--- config.mk ---
export PLATFORM = sky130hd
export DESIGN_NAME = tto_front
export DESIGN_NICKNAME = d
export VERILOG_FILES = /design/src/rtl/core/text_terminal_overlay_top_defines.svh /design/src/rtl/core/tto_pkg.sv /design/src/rtl/core/tto_front.sv
export SDC_FILE = /design/constraint.sdc
export NUM_CORES = 1
export LEC_CHECK = 0
export ABC_AREA = 1
export BUFFER_PORTS_ARGS = -buffer_cell sky130_fd_sc_hd__buf_2
export CAP_MARGIN = 30
export CELL_PAD_IN_SITES_DETAIL_PLACEMENT = 0
export CELL_PAD_IN_SITES_GLOBAL_PLACEMENT = 1
export CORE_MARGIN = 1.5
export CORE_UTILIZATION = 51
export DETAILED_ROUTE_END_ITERATION = 8
export PLACE_DENSITY = 0.91
export SLEW_MARGIN = 10
export SYNTH_ARGS = -nofsm -noshare
export SYNTH_HDL_FRONTEND = slang
export SYNTH_SLANG_ARGS = --single-unit
--- constraint.sdc ---
create_clock -name aclk -period 14.4 [get_ports aclk]
set_clock_uncertainty 0.15 [all_clocks]
set_input_delay 1.44 -clock aclk [delete_from_list [all_inputs] [get_ports aclk]]
set_output_delay 1.44 -clock aclk [all_outputs]
set_load 0.02 [all_outputs]
--- src/rtl/core/text_terminal_overlay_top_defines.svh ---
// assertion macros of the text overlay rtl, used by the back end
`ifndef TEXT_TERMINAL_OVERLAY_TOP_DEFINES_SVH
`define TEXT_TERMINAL_OVERLAY_TOP_DEFINES_SVH
`ifndef SYNTHESIS
`define TTO_ASSERT_IMP(lbl, ante, cons) \
    lbl: assert property (@(posedge aclk) disable iff (!aresetn) (ante) |-> (cons)) \
        else $error("assertion failed");
`define TTO_ASSERT_NXT(lbl, ante, cons) \
    lbl: assert property (@(posedge aclk) disable iff (!aresetn) (ante) |=> (cons)) \
        else $error("assertion failed");
`else
`define TTO_ASSERT_IMP(lbl, ante, cons)
`define TTO_ASSERT_NXT(lbl, ante, cons)
`endif
`endif

--- src/rtl/core/tto_pkg.sv ---
// shared constants and types of the text overlay
package tto_pkg;
    localparam int COLUMNS       = 40;
    localparam int ROWS          = 25;
    localparam int LAST_TEXT_ROW = 24;
    localparam int GLYPH_WIDTH   = 8;
    localparam int GLYPH_HEIGHT  = 8;
    localparam int SCREEN_WIDTH  = 320;
    localparam int CELL_COUNT    = COLUMNS * ROWS;
    localparam int CELL_AW       = $clog2(CELL_COUNT);
    localparam int FONT_DEPTH    = 2048;
    localparam int FONT_AW       = 11;
    localparam int CELL_W        = 11;
    localparam int QUEUE_DEPTH   = 4;
    localparam int QUEUE_AW      = 2;
    localparam int GX_W          = $clog2(GLYPH_WIDTH) > 0 ? $clog2(GLYPH_WIDTH) : 1;
    localparam int GY_W          = $clog2(GLYPH_HEIGHT) > 0 ? $clog2(GLYPH_HEIGHT) : 1;

    localparam logic [2:0]        EMPTY_MARK = 3'd4;
    localparam logic [CELL_W-1:0] BLANK_CELL = {3'd4, 8'd4};

    localparam logic [1:0] KIND_WRITE  = 2'd0;
    localparam logic [1:0] KIND_CLEAR  = 2'd1;
    localparam logic [1:0] KIND_FONT   = 2'd2;
    localparam logic [1:0] KIND_RENDER = 2'd3;

    // classified item as it waits in the queue
    typedef struct packed {
        logic [1:0]         kind;
        logic               scroll;
        logic               blank_all;
        logic [CELL_AW-1:0] scroll_off;
        logic               wr_ok;
        logic [CELL_AW-1:0] cell_idx;
        logic [CELL_W-1:0]  cell_data;
        logic [FONT_AW-1:0] font_addr;
        logic [7:0]         font_byte;
        logic               pass;
        logic [8:0]         pix_x;
        logic [7:0]         pix_y;
        logic [7:0]         under;
    } op_t;

    typedef struct packed {
        logic init_busy;
        logic pop;
    } back_stat_t;
endpackage

--- src/rtl/core/tto_front.sv ---
// front end: accepts items, classifies them and queues them
module tto_front import tto_pkg::*; (
    input  logic        aclk,
    input  logic        aresetn,
    input  logic        s_tvalid,
    output logic        s_tready,
    // col[7:0] row[15:8] code[23:16] flags[26:24] faddr[37:27] fbyte[45:38]
    // x[54:46] y[62:55] under[70:63]
    input  logic [71:0] s_tdata,
    input  logic [1:0]  s_tuser,   // kind
    input  back_stat_t  stat,
    output logic        head_valid,
    output op_t         head
);
    op_t                 q_mem [QUEUE_DEPTH];
    logic [QUEUE_AW-1:0] wr_ptr_reg, rd_ptr_reg;
    logic [QUEUE_AW:0]   count_reg;
    op_t                 op;
    logic                push;
    logic [7:0]          col, row, lines, final_row;
    logic [8:0]          px;
    logic [7:0]          py;
    logic [5:0]          pcol;
    logic [4:0]          prow;

    always_comb begin
        col       = s_tdata[7:0];
        row       = s_tdata[15:8];
        px        = s_tdata[54:46];
        py        = s_tdata[62:55];
        lines     = row - 8'(LAST_TEXT_ROW);
        pcol      = 6'(px / GLYPH_WIDTH);
        prow      = 5'(py / GLYPH_HEIGHT);
        op.kind   = s_tuser;
        op.scroll = (s_tuser == KIND_WRITE) && (row > 8'(LAST_TEXT_ROW)) && s_tdata[26];
        op.blank_all  = (s_tuser == KIND_CLEAR) || ({24'd0, lines} >= ROWS);
        op.scroll_off = CELL_AW'(32'(lines) * COLUMNS);
        final_row     = op.scroll ? 8'(LAST_TEXT_ROW) : row;
        op.wr_ok      = ({24'd0, col} < COLUMNS) && ({24'd0, final_row} < ROWS);
        op.cell_data  = {1'b0, s_tdata[25:24], s_tdata[23:16]};
        op.font_addr  = s_tdata[37:27];
        op.font_byte  = s_tdata[45:38];
        op.pass       = ({23'd0, px} >= SCREEN_WIDTH) || ({26'd0, pcol} >= COLUMNS)
                        || ({27'd0, prow} >= ROWS);
        op.pix_x      = px;
        op.pix_y      = py;
        op.under      = s_tdata[70:63];
        if (s_tuser == KIND_RENDER) begin
            op.cell_idx = CELL_AW'(32'(prow) * COLUMNS + 32'(pcol));
        end else begin
            op.cell_idx = CELL_AW'(32'(final_row) * COLUMNS + 32'(col));
        end
    end

    assign s_tready   = (count_reg < (QUEUE_AW+1)'(QUEUE_DEPTH)) && !stat.init_busy;
    assign push       = s_tvalid && s_tready;
    assign head_valid = (count_reg != '0);
    assign head       = q_mem[rd_ptr_reg];

    always_ff @(posedge aclk) begin
        if (push) begin
            q_mem[wr_ptr_reg] <= op;
        end
    end

    always_ff @(posedge aclk) begin
        if (!aresetn) begin
            wr_ptr_reg <= '0;
            rd_ptr_reg <= '0;
            count_reg  <= '0;
        end else begin
            if (push) wr_ptr_reg <= wr_ptr_reg + 1'b1;
            if (stat.pop) rd_ptr_reg <= rd_ptr_reg + 1'b1;
            count_reg <= count_reg + (QUEUE_AW+1)'(push) - (QUEUE_AW+1)'(stat.pop);
        end
    end
endmodule

==> impl_summary.log <==
INFO  metric run_status = complete, no violations
INFO  metric hold_viol_final = 0
INFO  metric finalCoreUtilization = 0.603
INFO  metric yosysTopAreaCellShare = 0.714
INFO  metric drtIter0Drc = 725
INFO  metric synth.lib_cells_used.distinct = 39
INFO  metric critPathCaptureType = output port
INFO  metric dpl_worst_slack = 9880 ps
INFO  metric synthesis.area = 0.0130 mm^2
INFO  metric worst_margin_slew = 941 ps
INFO  metric setup.worst_path.class = register to output port
INFO  metric crit_path_max_incr_delay = 540 ps
INFO  metric detail_route.drc_violations = 0
INFO  metric cts_max_level = 1
INFO  metric max_freq = 219 MHz
INFO  metric clock_tree_from_tritoncts = yes
INFO  metric cp_cell_sequence = inv_4 > buf_4 > buf_12 > o21ai_0 > o22ai_1 > buf_2
INFO  metric nNetsFinal = 1,253
INFO  metric grt_pass1_vias = 7,909
INFO  metric unrepaired_setup_endpoints_after_global_routing = false
INFO  metric final_min_period_over_clock_period = 0.317
INFO  metric synth.top_cells.by_area = sky130_fd_sc_hd__edfxtp_1 71%, sky130_fd_sc_hd__o21ai_0 6.5%, sky130_fd_sc_hd__nor2_1 5.1%
INFO  metric setup_total_negative_slack = 0 ps
INFO  metric floorplan.initialDensity = 0.517
INFO  metric largest_register_ffs = 308
INFO  metric placedInstanceArea = 0.0141 mm^2
INFO  metric maximum_number_of_pins_on_one_net_before_global_route_repair = 101
INFO  metric multi_input_area = 0.00318 mm^2
INFO  metric power_density = 142 mW/mm^2
INFO  metric timing.max_slew.rel_slack = 0.372
INFO  metric clkSinkCount = 317
INFO  metric cts_root_cell = sky130_fd_sc_hd__clkbuf_16
INFO  metric critPathLaunchType = register
INFO  metric ys_ff_latch = 317
INFO  metric final-max-slew-violation-count = 0
INFO  metric grt_pass1_wl = 41,400 um
INFO  metric vias_per_cell = 5.54
INFO  metric dp.cells = 1,432
INFO  metric cts.repair.resized = 0
INFO  metric setup-violations-final = 0
INFO  metric drive_above_1_share = 0.195
INFO  metric antenna_found_initial = 1
INFO  metric synth.yosys.warnings = 0
INFO  metric clkSlewWorstSetupHoldPaths = 60 ps
INFO  metric synth_ff_type = sky130_fd_sc_hd__edfxtp_1
INFO  metric hpwl = 15,700 um
INFO  metric layoutNonFillerInstCount = 1,489
INFO  metric avgRoutedWirePerCell = 18.0 um
INFO  metric timing.final.ws_setup = 9830 ps
INFO  metric detailroute.via_count = 8,254
INFO  metric overflow = 0
INFO  metric drt_wl_total = 26,800 um
INFO  metric crit_arrival = 2980 ps
INFO  metric cts_hold_buffers = 0
INFO  metric vdd.ir_drop.worst = 93.3 uV
INFO  metric dieHeight = 162 um
INFO  metric power.static_leakage = 5.49 nW
INFO  metric regArea = 0.00943 mm^2
INFO  metric dieArea = 0.0264 mm^2
INFO  metric power = 2.15 mW
INFO  metric synth-async-reset-ratio = 0
INFO  metric die_width = 162 um
INFO  metric track_usage = 0.202
INFO  metric critPathMaxFanout = 60
INFO  metric core_region_area = 0.0250 mm^2
INFO  metric post-synth-top-count-cell = sky130_fd_sc_hd__edfxtp_1
INFO  metric min_path_type = register to register
INFO  metric synth_area_leader_cell = sky130_fd_sc_hd__edfxtp_1
INFO  metric seq_area_frac_synth = 0.728
INFO  metric io_buffer_count = 156
INFO  metric postLayoutCellArea = 0.0151 mm^2
INFO  metric dr.pass1.iters = 7
INFO  metric edff_count_synth = 308
INFO  metric fillCellCount = 1,903
INFO  metric postCtsSetupBuffers = 0
INFO  metric timing.critical_path.slowest_stage_cell = sky130_fd_sc_hd__buf_4
INFO  metric cts.path.max_buffers = 3
INFO  metric maxCapViolCount = 0
INFO  metric clkLatencyLatePin = 540 ps
INFO  metric cts_inserted_buffers = 30
INFO  metric area_delta_synth_final = 16.5%
INFO  metric finalCriticalPeriod = 4570 ps
INFO  metric syn-instance-count = 986
INFO  metric detail-route-antenna-nets = 0
INFO  metric hold-worst-slack = 301 ps
INFO  metric row_count = 58
INFO  metric io-pin-count = 162
INFO  metric ys_top_cells_by_count = 308 x sky130_fd_sc_hd__edfxtp_1, 175 x sky130_fd_sc_hd__nor2_1, 167 x sky130_fd_sc_hd__o21ai_0, 77 x sky130_fd_sc_hd__o22ai_1, 50 x sky130_fd_sc_hd__nand2_1
INFO  metric cp.required = 12,810 ps
INFO  metric globalplace.congestion = 0.766
INFO  metric post_syn_area_per_cell = 13.1 um^2
-- layer usage --
layer,routed length (um),GRT usage,share of wire
met1,11600,0.274,0.43
met2,12800,0.339,0.48
met3,1870,0.0313,0.070
met4,532,0.0596,0.020
met5,0,0,0
-- worst max-delay path, delay by kind of cell, from the launching register on --
family,cells,cell delay [ps]
compound gates,2,310
buf+inv,4,1530
flops,1,520
-- cell families after synthesis --
| logic type | share of synthesized area |
|---|---|
| and+or+nand+nor | 0.0813 |
| buffers and inverters | 0.0294 |
| AOI/OAI and AO/OA | 0.110 |
| other | 0.000290 |
| DFF | 0.728 |
| xor gates and xnor gates | 0.0101 |
| adders and majority gates | 0.0406 |
-- layout by cell type (no fill, tap or decap), types with 5 or more instances in the layout --
cell type                   synthesis  layout
sky130_fd_sc_hd__edfxtp_1         308     308
sky130_fd_sc_hd__nor2_1           175     171
sky130_fd_sc_hd__o21ai_0          167     167
sky130_fd_sc_hd__buf_2              7     156
sky130_fd_sc_hd__o22ai_1           77      77
sky130_fd_sc_hd__nand2_1           50      50
sky130_fd_sc_hd__inv_1             37      36
sky130_fd_sc_hd__ha_1              34      34
sky130_fd_sc_hd__clkbuf_16          0      31
sky130_fd_sc_hd__a21oi_1           13      13
sky130_fd_sc_hd__clkinv_1           1      13
sky130_fd_sc_hd__nand3_1           11      11
sky130_fd_sc_hd__buf_4              5       9
sky130_fd_sc_hd__xor2_1             8       8
sky130_fd_sc_hd__xnor2_1            7       7
sky130_fd_sc_hd__dfxtp_1            9       7
sky130_fd_sc_hd__fa_1               5       5
-- power by group --
part	internal, mW	switching (mW)	total (mW)
Combinational	0.0895	0.200	0.289
Sequential	1.07	0.0152	1.09
Clock	0.461	0.313	0.773
-- final timing paths --
kind                      start           end  slack, ps  cells after the start
setup / recovery       register      head[42]       9830                      6
hold / removal    rd_ptr_reg[1]      register        300                      1
setup reg to reg   count_reg[2]  q_mem[0][34]      11480                      4
hold reg to reg   rd_ptr_reg[1]      register        300                      1
-- layout make-up --
class                   count  share of cell area
diodes                      1            0.000166
flip-flops and latches    317               0.625
clock inverters            20              0.0127
inverters                  40              0.0101
well taps                 330              0.0274
clock buffers              35              0.0524
repair buffers            168              0.0612
multi-input cells         578               0.211
Note: power is estimated with default switching activity, not from simulation.
